### config.mk
export PLATFORM = sky130hd
export DESIGN_NAME = ps2_mouse_packet_cursor
export DESIGN_NICKNAME = d
export VERILOG_FILES = /design/src/design/ps2mc_pkg.sv /design/src/design/ps2mc_fifo.sv /design/src/design/ps2mc_front.sv /design/src/design/ps2mc_back.sv /design/src/design/ps2_mouse_packet_cursor.sv
export SDC_FILE = /design/constraint.sdc
export NUM_CORES = 1
export LEC_CHECK = 0
export ABC_AREA = 1
export ABC_CLOCK_PERIOD_IN_PS = 3500
export BUFFER_PORTS_ARGS = -buffer_cell sky130_fd_sc_hd__buf_2
export CORE_MARGIN = 3
export CORE_UTILIZATION = 42
export CTS_BUF_LIST = sky130_fd_sc_hd__clkbuf_2 sky130_fd_sc_hd__clkbuf_4 sky130_fd_sc_hd__clkbuf_8
export DETAILED_ROUTE_END_ITERATION = 7
export PLACE_DENSITY_LB_ADDON = 0.2
export SETUP_SLACK_MARGIN = 0.4
export SYNTH_ARGS = -nofsm -noshare
export SYNTH_HDL_FRONTEND = slang
export SYNTH_SLANG_ARGS = --single-unit
### constraint.sdc
create_clock -name clk_i -period 3.5 [get_ports clk_i]
set_input_delay 0.175 -clock clk_i [delete_from_list [all_inputs] [get_ports clk_i]]
set_output_delay 0.175 -clock clk_i [all_outputs]
set_load 0.02 [all_outputs]
### src/design/ps2mc_pkg.sv
// Shared types and constants for the PS/2 mouse packet cursor.
package ps2mc_pkg;

  localparam int unsigned CoordBits = 12;
  localparam int unsigned SizeBits  = 13;
  localparam int unsigned SumBits   = CoordBits + 2;

  localparam logic [SizeBits-1:0]  ResetWidth  = 13'd640;
  localparam logic [SizeBits-1:0]  ResetHeight = 13'd480;
  localparam logic [CoordBits-1:0] ResetPosX   = CoordBits'(ResetWidth / 2);
  localparam logic [CoordBits-1:0] ResetPosY   = CoordBits'(ResetHeight / 2);
  localparam logic [CoordBits-1:0] CoordMax    = '1;

  localparam int unsigned SyncBit = 3;
  localparam logic [2:0]  BtnMask = 3'b111;

  typedef enum logic {
    REG_SCREEN_WIDTH  = 1'b0,
    REG_SCREEN_HEIGHT = 1'b1
  } reg_idx_e;

  typedef enum logic [2:0] {
    PH_HEAD = 3'b001,
    PH_DX   = 3'b010,
    PH_DY   = 3'b100
  } phase_e;

  typedef enum logic [1:0] {
    CMD_KEEP = 2'd0,
    CMD_MOVE = 2'd1,
    CMD_DROP = 2'd2
  } cmd_kind_e;

  typedef struct packed {
    cmd_kind_e  kind;
    logic [2:0] buttons;
    logic [7:0] dx;
    logic [7:0] dy;
  } cmd_t;

  typedef struct packed {
    logic [SizeBits-1:0] width;
    logic [SizeBits-1:0] height;
  } cfg_t;

  typedef struct packed {
    logic [CoordBits-1:0] cursor_x;
    logic [CoordBits-1:0] cursor_y;
    logic [2:0]           button_bits;
    logic                 packet_done;
    logic                 byte_dropped;
  } res_t;

endpackage

### src/design/ps2mc_fifo.sv
// Small first-word-fall-through queue built from registers.
module ps2mc_fifo #(
  parameter int unsigned WIDTH = 8,
  parameter int unsigned DEPTH = 2   // power of two, at least 2
) (
  input  logic             clk_i,
  input  logic             rst_ni,
  input  logic             push_i,
  input  logic [WIDTH-1:0] data_i,
  output logic             full_o,
  input  logic             pop_i,
  output logic [WIDTH-1:0] data_o,
  output logic             empty_o
);

  localparam int unsigned AW = $clog2(DEPTH);
  localparam int unsigned CW = $clog2(DEPTH + 1);
  localparam logic [CW-1:0] DepthC = CW'(DEPTH);

  logic [WIDTH-1:0] mem_q [DEPTH];
  logic [AW-1:0]    wr_ptr_q, wr_ptr_d;
  logic [AW-1:0]    rd_ptr_q, rd_ptr_d;
  logic [CW-1:0]    count_q, count_d;
  logic             do_push, do_pop;

  assign full_o  = (count_q == DepthC);
  assign empty_o = (count_q == '0);
  assign do_push = push_i && !full_o;
  assign do_pop  = pop_i && !empty_o;
  assign data_o  = mem_q[rd_ptr_q];

  always_comb begin
    wr_ptr_d = do_push ? wr_ptr_q + AW'(1) : wr_ptr_q;
    rd_ptr_d = do_pop ? rd_ptr_q + AW'(1) : rd_ptr_q;
    count_d  = count_q;
    if (do_push && !do_pop) begin
      count_d = count_q + CW'(1);
    end else if (do_pop && !do_push) begin
      count_d = count_q - CW'(1);
    end
  end

  always_ff @(posedge clk_i or negedge rst_ni) begin
    if (!rst_ni) begin
      wr_ptr_q <= '0;
      rd_ptr_q <= '0;
      count_q  <= '0;
    end else begin
      wr_ptr_q <= wr_ptr_d;
      rd_ptr_q <= rd_ptr_d;
      count_q  <= count_d;
    end
  end

  always_ff @(posedge clk_i) begin
    if (do_push) begin
      mem_q[wr_ptr_q] <= data_i;
    end
  end

  a_count_bound: assert property (@(posedge clk_i) disable iff (!rst_ni)
    count_q <= DepthC)
    else $error("queue count exceeds depth");

  a_pop_only: assert property (@(posedge clk_i) disable iff (!rst_ni)
    (pop_i && !empty_o && !push_i) |=> (count_q == $past(count_q) - CW'(1)))
    else $error("queue count did not drop on a lone pop");

  a_ptr_gap: assert property (@(posedge clk_i) disable iff (!rst_ni)
    (count_q == '0 || count_q == DepthC) |-> (wr_ptr_q == rd_ptr_q))
    else $error("queue pointers disagree with count");

endmodule

### src/design/ps2mc_front.sv
// Packet framer: tracks the byte phase and turns each byte into a command.
module ps2mc_front (
  input  logic          clk_i,
  input  logic          rst_ni,
  input  logic          byte_valid_i,
  input  logic [7:0]    byte_i,
  output logic          cmd_valid_o,
  output ps2mc_pkg::cmd_t cmd_o
);

  import ps2mc_pkg::*;

  phase_e     phase_q, phase_d;
  logic [2:0] hdr_q, hdr_d;
  logic [7:0] dx_q, dx_d;

  assign cmd_valid_o = byte_valid_i;

  always_comb begin
    phase_d      = phase_q;
    hdr_d        = hdr_q;
    dx_d         = dx_q;
    cmd_o.kind    = CMD_KEEP;
    cmd_o.buttons = hdr_q;
    cmd_o.dx      = dx_q;
    cmd_o.dy      = byte_i;
    unique case (phase_q)
      PH_DX: begin
        dx_d    = byte_i;
        phase_d = PH_DY;
      end
      PH_DY: begin
        cmd_o.kind = CMD_MOVE;
        phase_d    = PH_HEAD;
      end
      default: begin
        // A header must carry the always-one bit, else it is thrown away.
        if (byte_i[SyncBit]) begin
          hdr_d   = byte_i[2:0] & BtnMask;
          phase_d = PH_DX;
        end else begin
          cmd_o.kind = CMD_DROP;
          phase_d    = PH_HEAD;
        end
      end
    endcase
  end

  always_ff @(posedge clk_i or negedge rst_ni) begin
    if (!rst_ni) begin
      phase_q <= PH_HEAD;
      hdr_q   <= '0;
      dx_q    <= '0;
    end else if (byte_valid_i) begin
      phase_q <= phase_d;
      hdr_q   <= hdr_d;
      dx_q    <= dx_d;
    end
  end

endmodule

### src/design/ps2mc_back.sv
// Cursor engine: applies commands to the clamped position and forms results.
module ps2mc_back (
  input  logic            clk_i,
  input  logic            rst_ni,
  input  ps2mc_pkg::cfg_t cfg_i,
  input  logic            cmd_valid_i,
  input  ps2mc_pkg::cmd_t cmd_i,
  output logic            cmd_pop_o,
  input  logic            res_ready_i,
  output logic            res_valid_o,
  output ps2mc_pkg::res_t res_o
);

  import ps2mc_pkg::*;

  logic [CoordBits-1:0] pos_x_q, pos_x_d;
  logic [CoordBits-1:0] pos_y_q, pos_y_d;
  logic [2:0]           btn_q, btn_d;
  logic [CoordBits-1:0] lim_x, lim_y;
  logic [CoordBits-1:0] new_x, new_y;
  logic                 fire, move;

  function automatic logic [CoordBits-1:0] limit_of(input logic [SizeBits-1:0] size);
    logic [SizeBits-1:0] size_m1;
    size_m1 = size - SizeBits'(1);
    if (size == '0) begin
      limit_of = '0;
    end else if (size_m1 > SizeBits'(CoordMax)) begin
      limit_of = CoordMax;
    end else begin
      limit_of = size_m1[CoordBits-1:0];
    end
  endfunction

  function automatic logic [CoordBits-1:0] clamp_to(input logic signed [SumBits-1:0] v,
                                                    input logic [CoordBits-1:0] hi);
    if (v < 0) begin
      clamp_to = '0;
    end else if (v > $signed({2'b00, hi})) begin
      clamp_to = hi;
    end else begin
      clamp_to = v[CoordBits-1:0];
    end
  endfunction

  assign lim_x = limit_of(cfg_i.width);
  assign lim_y = limit_of(cfg_i.height);

  // Y grows downward, so the mouse delta is subtracted.
  assign new_x = clamp_to($signed({2'b00, pos_x_q}) + SumBits'($signed(cmd_i.dx)), lim_x);
  assign new_y = clamp_to($signed({2'b00, pos_y_q}) - SumBits'($signed(cmd_i.dy)), lim_y);

  assign fire        = cmd_valid_i && res_ready_i;
  assign move        = fire && (cmd_i.kind == CMD_MOVE);
  assign cmd_pop_o   = fire;
  assign res_valid_o = fire;

  always_comb begin
    pos_x_d = pos_x_q;
    pos_y_d = pos_y_q;
    btn_d   = btn_q;
    if (move) begin
      pos_x_d = new_x;
      pos_y_d = new_y;
      btn_d   = cmd_i.buttons & BtnMask;
    end
    res_o.cursor_x     = pos_x_d;
    res_o.cursor_y     = pos_y_d;
    res_o.button_bits  = btn_d;
    res_o.packet_done  = (cmd_i.kind == CMD_MOVE);
    res_o.byte_dropped = (cmd_i.kind == CMD_DROP);
  end

  always_ff @(posedge clk_i or negedge rst_ni) begin
    if (!rst_ni) begin
      pos_x_q <= ResetPosX;
      pos_y_q <= ResetPosY;
      btn_q   <= '0;
    end else begin
      pos_x_q <= pos_x_d;
      pos_y_q <= pos_y_d;
      btn_q   <= btn_d;
    end
  end

  a_x_clamped: assert property (@(posedge clk_i) disable iff (!rst_ni)
    $past(move) |-> (pos_x_q <= $past(lim_x)))
    else $error("cursor x left the screen after a packet");

  a_y_clamped: assert property (@(posedge clk_i) disable iff (!rst_ni)
    $past(move) |-> (pos_y_q <= $past(lim_y)))
    else $error("cursor y left the screen after a packet");

  a_hold_pos: assert property (@(posedge clk_i) disable iff (!rst_ni)
    !move |=> ($stable(pos_x_q) && $stable(pos_y_q) && $stable(btn_q)))
    else $error("cursor changed without a completed packet");

endmodule

### src/design/ps2_mouse_packet_cursor.sv
// Top level of the PS/2 mouse packet cursor: queues, framer, engine and registers.
// Path: an accepted byte is registered in the command queue, then its result word in the result queue.
// Throughput: one word per cycle while neither queue is full, set by the position update in the engine.
// The command queue and the result queue each hold CMD_DEPTH words.
// Reset (rst_ni low, asynchronous) empties both queues, waits for a header byte,
// clears the buttons and centers the cursor on the 640 x 480 reset screen.
module ps2_mouse_packet_cursor #(
  parameter int unsigned CMD_DEPTH = 2
) (
  input  logic        clk_i,
  input  logic        rst_ni,
  input  logic        push,
  output logic        full,
  input  logic [7:0]  rx_byte_i,
  input  logic        pop,
  output logic        empty,
  output logic [11:0] cursor_x_o,
  output logic [11:0] cursor_y_o,
  output logic [2:0]  button_bits_o,
  output logic        packet_done_o,
  output logic        byte_dropped_o,
  input  logic        psel,
  input  logic        penable,
  input  logic        pwrite,
  input  logic [2:0]  paddr,
  input  logic [31:0] pwdata,
  output logic [31:0] prdata,
  output logic        pready
);

  import ps2mc_pkg::*;

  localparam int unsigned CmdW = $bits(cmd_t);
  localparam int unsigned ResW = $bits(res_t);

  cfg_t     cfg_q;
  reg_idx_e reg_idx;
  logic     cfg_wr;

  logic     byte_valid;
  logic     cmd_push, cmd_full, cmd_empty, cmd_pop;
  cmd_t     cmd_in, cmd_out;
  logic     res_push, res_full;
  res_t     res_in, res_out;

  // Configuration registers.
  assign pready  = 1'b1;
  assign reg_idx = reg_idx_e'(paddr[2]);
  assign cfg_wr  = psel && penable && pwrite && pready;

  always_ff @(posedge clk_i or negedge rst_ni) begin
    if (!rst_ni) begin
      cfg_q.width  <= ResetWidth;
      cfg_q.height <= ResetHeight;
    end else if (cfg_wr) begin
      unique case (reg_idx)
        REG_SCREEN_WIDTH:  cfg_q.width  <= pwdata[SizeBits-1:0];
        REG_SCREEN_HEIGHT: cfg_q.height <= pwdata[SizeBits-1:0];
      endcase
    end
  end

  always_comb begin
    unique case (reg_idx)
      REG_SCREEN_WIDTH:  prdata = {{(32-SizeBits){1'b0}}, cfg_q.width};
      REG_SCREEN_HEIGHT: prdata = {{(32-SizeBits){1'b0}}, cfg_q.height};
    endcase
  end

  // Front: frame bytes into commands.
  assign full       = cmd_full;
  assign byte_valid = push && !cmd_full;

  ps2mc_front u_front (
    .clk_i        (clk_i),
    .rst_ni       (rst_ni),
    .byte_valid_i (byte_valid),
    .byte_i       (rx_byte_i),
    .cmd_valid_o  (cmd_push),
    .cmd_o        (cmd_in)
  );

  ps2mc_fifo #(
    .WIDTH (CmdW),
    .DEPTH (CMD_DEPTH)
  ) u_cmd_q (
    .clk_i   (clk_i),
    .rst_ni  (rst_ni),
    .push_i  (cmd_push),
    .data_i  (cmd_in),
    .full_o  (cmd_full),
    .pop_i   (cmd_pop),
    .data_o  (cmd_out),
    .empty_o (cmd_empty)
  );

  // Back: move the cursor and queue the result words.
  ps2mc_back u_back (
    .clk_i       (clk_i),
    .rst_ni      (rst_ni),
    .cfg_i       (cfg_q),
    .cmd_valid_i (!cmd_empty),
    .cmd_i       (cmd_out),
    .cmd_pop_o   (cmd_pop),
    .res_ready_i (!res_full),
    .res_valid_o (res_push),
    .res_o       (res_in)
  );

  ps2mc_fifo #(
    .WIDTH (ResW),
    .DEPTH (CMD_DEPTH)
  ) u_res_q (
    .clk_i   (clk_i),
    .rst_ni  (rst_ni),
    .push_i  (res_push),
    .data_i  (res_in),
    .full_o  (res_full),
    .pop_i   (pop),
    .data_o  (res_out),
    .empty_o (empty)
  );

  assign cursor_x_o     = res_out.cursor_x;
  assign cursor_y_o     = res_out.cursor_y;
  assign button_bits_o  = res_out.button_bits;
  assign packet_done_o  = res_out.packet_done;
  assign byte_dropped_o = res_out.byte_dropped;

endmodule
# Word level (Yosys, flattened, before mapping)

Memories as Yosys holds them, arrays and structs flattened.
Cells that the tools add are included.

Logic and storage cells: 98
Bits in writable memories: 100
Bits in registers: 75
Memories: 2

Equal/unequal tests: 6
$add $sub $neg: 12
Reduce and logical (&&, ||, !) cells: 32
Mux-type cells: 24
$lt $le $gt $ge: 6
Bitwise gates (word level): 2

Memories:

| memory        | depth | width | rd ports | clocked after Yosys merged registers in | write ports | RTL line         | RTL |
|---|---|---|---|---|---|---|---|
| u_res_q.mem_q | 2     | 29    | 1        | 0                                       | 1           | ps2mc_fifo.sv:20 | `logic [WIDTH-1:0] mem_q [DEPTH];` |
| u_cmd_q.mem_q | 2     | 21    | 1        | 0                                       | 1           | ps2mc_fifo.sv:20 |  |

Operator list:

| cell                  | number |
|---|---|
| $mux 12               | 10 |
| $pmux 32 s2           | 1 |
| $gt 14x13->1          | 2 |
| $lt 14x1->1 const B   | 2 |
| $gt 13x12->1 const B  | 2 |
| $logic_not 13->1      | 2 |
| $sub 13x1->13 const B | 2 |
| $add 13x8->14         | 1 |
| $sub 13x8->14         | 1 |
| $logic_and 1x1->1     | 13 |
| $mux 2                | 6 |
| $logic_not 1->1       | 8 |
| $eq 2x2->1 const B    | 3 |
| $pmux 3 s2            | 1 |
| $reduce_and 2->1      | 3 |
| $add 1x1->1 const B   | 4 |
| $add 2x1->2 const B   | 2 |
| $logic_not 2->1       | 2 |
| $mux 1                | 4 |
| $pmux 2 s2            | 1 |
| $reduce_bool 2->1     | 2 |
| $sub 2x1->2 const B   | 2 |
| $eq 3x2->1 const B    | 1 |
| $eq 3x3->1 const B    | 1 |
| 5 further kinds       | 6 |

# Depth between registers and ports, before layout

Depth after elaboration: 8
Mapped depth: 24
Mapped depth without buffers: 24

# Hierarchy

A second synthesis with hierarchy kept.

Cells, all modules: 1296
Area total of the unflattened synthesis: 10528.8 µm²

Modules (own cells, without submodules):

| module                  | area an instance (µm²) | cells each | seq. area each (µm²) | times used |
|---|---|---|---|---|
| ps2mc_back              | 4325.4                 | 713        | 683.2                | 1 |
| ps2mc_fifo at u_res_q   | 2332.2                 | 183        | 1841.8               | 1 |
| ps2mc_fifo at u_cmd_q   | 1751.7                 | 141        | 1361.3               | 1 |
| ps2_mouse_packet_cursor | 1405.1                 | 184        | 658.1                | 1 |
| ps2mc_front             | 714.4                  | 75         | 351.6                | 1 |

# Least setup slack after synthesis

No wires, ideal clock.

Path type: register -> register
From: register u_cmd_q.rd_ptr_q
To: memory u_res_q.mem_q[0][12] (netlist bit), data pin
Slack: -0.332 ns
Stages on the path, launching flop included: 24
Setup time: 0.262 ns
Arrival time: 3.570 ns
Period minus slack after synthesis: 3.832 ns
Path through: dfrtp_1 buf_2 buf_1 mux2i_1 ha_1 nand2_1 nand2_1 nand2_1 nand3_1 a21oi_1 o21ai_0 a21oi_1 xor2_1 inv_1 ha_1 nand2_1 nor2_1 nand4_1 nand3_2 nand2_1 nor2_4 nand2_1 nand3_1 nand2_1

RTL lines:

| what                   | RTL line         | RTL |
|---|---|---|
| start, declared        | ps2mc_fifo.sv:22 | `logic [AW-1:0] rd_ptr_q, rd_ptr_d;` |
| start signal, assigned | ps2mc_fifo.sv:50 | `rd_ptr_q <= rd_ptr_d;` |
| end, declared          | ps2mc_fifo.sv:20 |  |

==> run_summary.xml <==
<?xml version="1.0" encoding="UTF-8"?>
<metrics>
  <group name="timing">
    <metric name="setup_tns" unit="ns">-2.82</metric>
    <metric name="achievable-frequency" unit="GHz">0.276</metric>
    <metric name="finalClockSkew" unit="ns">0.0217</metric>
    <metric name="worstMarginPinSlew" unit="ns">1.06</metric>
    <metric name="layout_worst_path_cycle_share" unit="">1.04</metric>
    <metric name="final_worst_path_period_need" unit="ns">3.62</metric>
    <metric name="final-max-slew-violation-count" unit="">0</metric>
    <metric name="worst_slew_margin_rel" unit="">0.296</metric>
    <metric name="layout_setup_ws" unit="ns">-0.124</metric>
    <metric name="rsz0062_at_grt" unit="">true</metric>
    <metric name="finalSetupViolCount" unit="">50</metric>
    <metric name="hold_viol" unit="">0</metric>
  </group>
  <group name="global_route">
    <metric name="grt_max_degree" unit="">76</metric>
    <metric name="overflow" unit="">0</metric>
    <metric name="vias_in_the_first_global_route" unit="">8131</metric>
    <metric name="total_grt_usage" unit="">0.194</metric>
    <metric name="antenna_found_initial" unit="">0</metric>
    <metric name="grt_pass1_wl" unit="um">40000</metric>
  </group>
  <group name="power">
    <metric name="power-per-cell-area" unit="nW/um^2">1090</metric>
    <metric name="combinationalPowerShare" unit="">0.625</metric>
    <metric name="totalPowerFinal" unit="W">0.0140</metric>
    <metric name="static_leak" unit="nW">6.21</metric>
    <metric name="total_internal_power" unit="W">0.00747</metric>
    <metric name="ir_drop" unit="mV">0.409</metric>
    <metric name="p_sw" unit="W">0.00654</metric>
    <metric name="share_seq_of_total_power" unit="">0.262</metric>
    <metric name="clkPwrFrac" unit="">0.113</metric>
    <metric name="sw_frac_of_total" unit="">0.467</metric>
  </group>
  <group name="clocking">
    <metric name="cts_root_buf" unit="">sky130_fd_sc_hd__clkbuf_8</metric>
    <metric name="cts.htree.levels" unit="">4</metric>
    <metric name="path_clk_slew" unit="ns">0.13</metric>
    <metric name="cts_tree" unit="">yes</metric>
    <metric name="cts_num_sinks" unit="">175</metric>
    <metric name="insertion_delay" unit="ns">0.49</metric>
    <metric name="numCtsBuffers" unit="">17</metric>
    <metric name="clockBufferDepth" unit="">2</metric>
  </group>
  <group name="floorplan">
    <metric name="die_y" unit="um">159</metric>
    <metric name="floorplan.core_area" unit="um^2">22900</metric>
    <metric name="io_pins" unit="">114</metric>
    <metric name="rows" unit="">55</metric>
    <metric name="die_area" unit="um^2">25400</metric>
    <metric name="floorplan.initialDensity" unit="">0.432</metric>
    <metric name="die-width" unit="um">159</metric>
  </group>
  <group name="setup_path">
    <metric name="register_to_register_setup_slack" unit="ns">-0.12</metric>
    <metric name="r2r_start" unit="">u_cmd_q.rd_ptr_q</metric>
    <metric name="critical_path_class" unit="">reg -&gt; reg</metric>
    <metric name="reg2reg_to" unit="">u_res_q.mem_q[0][7]</metric>
    <metric name="cp.required" unit="ns">3.75</metric>
    <metric name="critical_path_arrival" unit="ns">3.87</metric>
    <metric name="worst-path-max-fanout" unit="">10</metric>
    <metric name="timing.critical_path.to_type" unit="">register</metric>
    <metric name="cell_depth_of_the_worst_flop_to_flop_path" unit="">20</metric>
    <metric name="setup.worst_path.start_class" unit="">register</metric>
  </group>
  <group name="placed_design">
    <metric name="place.port_buffers" unit="">72</metric>
    <metric name="placement.setup.worst_slack" unit="ns">-0.220</metric>
    <metric name="gp_congestion" unit="">0.846</metric>
    <metric name="hpwlAfterDp" unit="um">16900</metric>
  </group>
  <group name="synth">
    <metric name="synth_seq_cells" unit="">175</metric>
    <metric name="synth.most_common_cell" unit="">sky130_fd_sc_hd__nand2_1</metric>
    <metric name="top_cells_by_area_synth" unit="">sky130_fd_sc_hd__edfxtp_1 (30%), sky130_fd_sc_hd__dfrtp_1 (16%), sky130_fd_sc_hd__nand2_1 (15%)</metric>
    <metric name="sequential_share_of_the_synthesized_area" unit="">0.495</metric>
    <metric name="synth_cells" unit="">1159</metric>
    <metric name="synth_edf_count" unit="">100</metric>
    <metric name="synth_top_cell_area_share" unit="">0.304</metric>
    <metric name="syn_area" unit="um^2">9890</metric>
    <metric name="post_synth_cell_types" unit="">43</metric>
    <metric name="postSynth.topFlopCell" unit="">sky130_fd_sc_hd__edfxtp_1</metric>
    <metric name="synth_largest_area_cell" unit="">sky130_fd_sc_hd__edfxtp_1</metric>
    <metric name="synth.yosys.warnings" unit="">0</metric>
    <metric name="async_reset_ff_frac" unit="">0.429</metric>
    <metric name="synth_common_cells" unit="">sky130_fd_sc_hd__nand2_1 (393), sky130_fd_sc_hd__inv_1 (135), sky130_fd_sc_hd__edfxtp_1 (100)</metric>
    <metric name="syn_area_per_cell" unit="um^2">8.53</metric>
  </group>
  <group name="job">
    <metric name="cap_viol_max_count" unit="">0</metric>
  </group>
  <group name="route">
    <metric name="drc" unit="">0</metric>
    <metric name="drtIter0Drc" unit="">398</metric>
    <metric name="routed-via-count" unit="">8251</metric>
    <metric name="drt.antenna.violating_nets" unit="">0</metric>
    <metric name="avgRoutedWirePerCell" unit="um">14.3</metric>
    <metric name="drt_pre_antenna_iters" unit="">5</metric>
    <metric name="final_wirelength" unit="um">24200</metric>
    <metric name="drt-vias-per-instance" unit="">4.86</metric>
  </group>
  <group name="hold_path">
    <metric name="hp-start" unit="">push</metric>
    <metric name="holdPathEnd" unit="">u_front.phase_q[0]</metric>
    <metric name="whs_path_depth" unit="">4</metric>
    <metric name="hold_path.class" unit="">in -&gt; reg</metric>
  </group>
  <group name="status">
    <metric name="failing_checks" unit="">setup timing</metric>
    <metric name="outcome" unit="">finished with violations</metric>
  </group>
  <group name="layout">
    <metric name="n_antenna_cell" unit="">0</metric>
    <metric name="final_layout_size_suffix_gt1_frac" unit="">0.297</metric>
    <metric name="area_growth_syn_to_layout" unit="%">30.3</metric>
    <metric name="final_nets" unit="">1478</metric>
  </group>
</metrics>
==> worst max path at each step <==
stage / depth (start not counted) / from / endpoint
after floorplan: 23 / u_cmd_q.rd_ptr_q / u_res_q.mem_q[0][12]
after global placement: 20 / u_cmd_q.rd_ptr_q / u_res_q.mem_q[0][8]
after detailed placement: 22 / u_cmd_q.rd_ptr_q / u_res_q.mem_q[1][8]
after CTS: 22 / u_cmd_q.rd_ptr_q / u_res_q.mem_q[0][9]
after global routing: 20 / u_cmd_q.rd_ptr_q / u_res_q.mem_q[1][13]
final: 20 / u_cmd_q.rd_ptr_q / u_res_q.mem_q[0][7]
==> per-layer routing <==
| layer | global-route usage | routed length, um | up-vias |
|---|---|---|---|
| met5 | 0 | 0 | - |
| met4 | 0.0545 | 332 | 0 |
| met3 | 0.0294 | 721 | 26 |
| met2 | 0.340 | 12200 | 119 |
| met1 | 0.249 | 11000 | 3926 |
| li1 | - | - | 4180 |
==> state kept, by name (all words and copies together) (netlist names) <==
signal	flops
u_res_q.mem_q	58
u_back.btn_q	3
u_front.phase_q	3
u_res_q.wr_ptr_q	1
u_front.hdr_q	3
u_cmd_q.rd_ptr_q	1
u_res_q.count_q	2
u_front.dx_q	8
u_cmd_q.wr_ptr_q	1
u_cmd_q.mem_q	42
u_back.pos_x_q	12
u_cmd_q.count_q	2
cfg_q	26
u_back.pos_y_q	12
u_res_q.rd_ptr_q	1
==> critical path, cell delays in order, from the launching register on <==
cell	delay [ns]
sky130_fd_sc_hd__dfrtp_1	0.44
sky130_fd_sc_hd__buf_4	0.20
sky130_fd_sc_hd__nand2_1	0.06
sky130_fd_sc_hd__nand2_1	0.06
sky130_fd_sc_hd__ha_1	0.22
sky130_fd_sc_hd__fa_2	0.36
sky130_fd_sc_hd__o21ai_2	0.21
sky130_fd_sc_hd__a31oi_4	0.13
sky130_fd_sc_hd__o21bai_1	0.17
sky130_fd_sc_hd__xor2_1	0.21
sky130_fd_sc_hd__inv_1	0.06
sky130_fd_sc_hd__ha_1	0.32
sky130_fd_sc_hd__nand2_4	0.08
sky130_fd_sc_hd__nor2_4	0.09
sky130_fd_sc_hd__nand4_1	0.13
sky130_fd_sc_hd__nand3_4	0.13
sky130_fd_sc_hd__nand2_4	0.08
sky130_fd_sc_hd__nor2_4	0.22
sky130_fd_sc_hd__nand2_2	0.07
sky130_fd_sc_hd__nand3_2	0.07
sky130_fd_sc_hd__nand2_2	0.07
==> what timing repair did <==
item                                    in CTS  in global routing
pin swaps                                   50                 64
hold endpoints to repair                   116                  0
endpoints found under the setup margin      72                 72
hold buffers                                23                  0
setup buffers                               14                  8
resized for setup                           91                 70
cloned                                       3                  0
==> kinds of logic after synthesis <==
| kind of cell | Yosys count | share of synthesized area |
|---|---|---|
| simple gates | 578 | 0.246 |
| compound gates | 111 | 0.0593 |
| other cells | 2 | 0.000759 |
| flops | 175 | 0.495 |
| xor+xnor | 40 | 0.0354 |
| buf+inv | 188 | 0.0812 |
| fa+ha+maj | 56 | 0.0724 |
| mux | 9 | 0.00961 |
==> cell type report <==
class                           count  area [um^2]
Tap cell                          313          392
Sequential cell                   175         4900
Multi-Input combinational cell    817         5020
Inverter                          138          518
Clock inverter                     15          225
Clock buffer                       17          234
Timing Repair Buffer              223         1600
Fill cell                        2101        10000
==> cell usage in the layout, fill, tap and decap left out, drive strengths merged, types with 23 or more instances in the layout <==
master | synthesis | layout
dfrtp | 62 | 62
ha | 54 | 54
nor2 | 62 | 63
o21ai | 65 | 65
inv | 137 | 148
nand4 | 36 | 37
buf | 31 | 200
xor2 | 28 | 28
nand3 | 68 | 69
dlygate4sd3 | 0 | 23
a21oi | 33 | 33
edfxtp | 100 | 100
nand2 | 397 | 397
==> stage by stage <==
stage          cell area (um^2)  hold slack, ns   util  instances
2_1_floorplan             10100          -0.121      -       1177
3_3_place_gp              11300           0.385  0.493       1618
3_5_place_dp              11300           0.383  0.493       1618
4_1_cts                   12500           0.152  0.548       1690
5_1_grt                   12900           0.179  0.563       1698
6_report                  12900           0.173  0.563       1698
==> power by group through the flow <==
stage | clock network (W) | registers (W) | logic, W
floorplan | 0 | 0.00360 | 0.00492
global placement | 0 | 0.00367 | 0.00719
detailed placement | 0 | 0.00369 | 0.00729
CTS | 0.00163 | 0.00366 | 0.00814
global route | 0.00169 | 0.00376 | 0.00983
finish | 0.00158 | 0.00367 | 0.00876
Power figures use the tool's default switching activity.
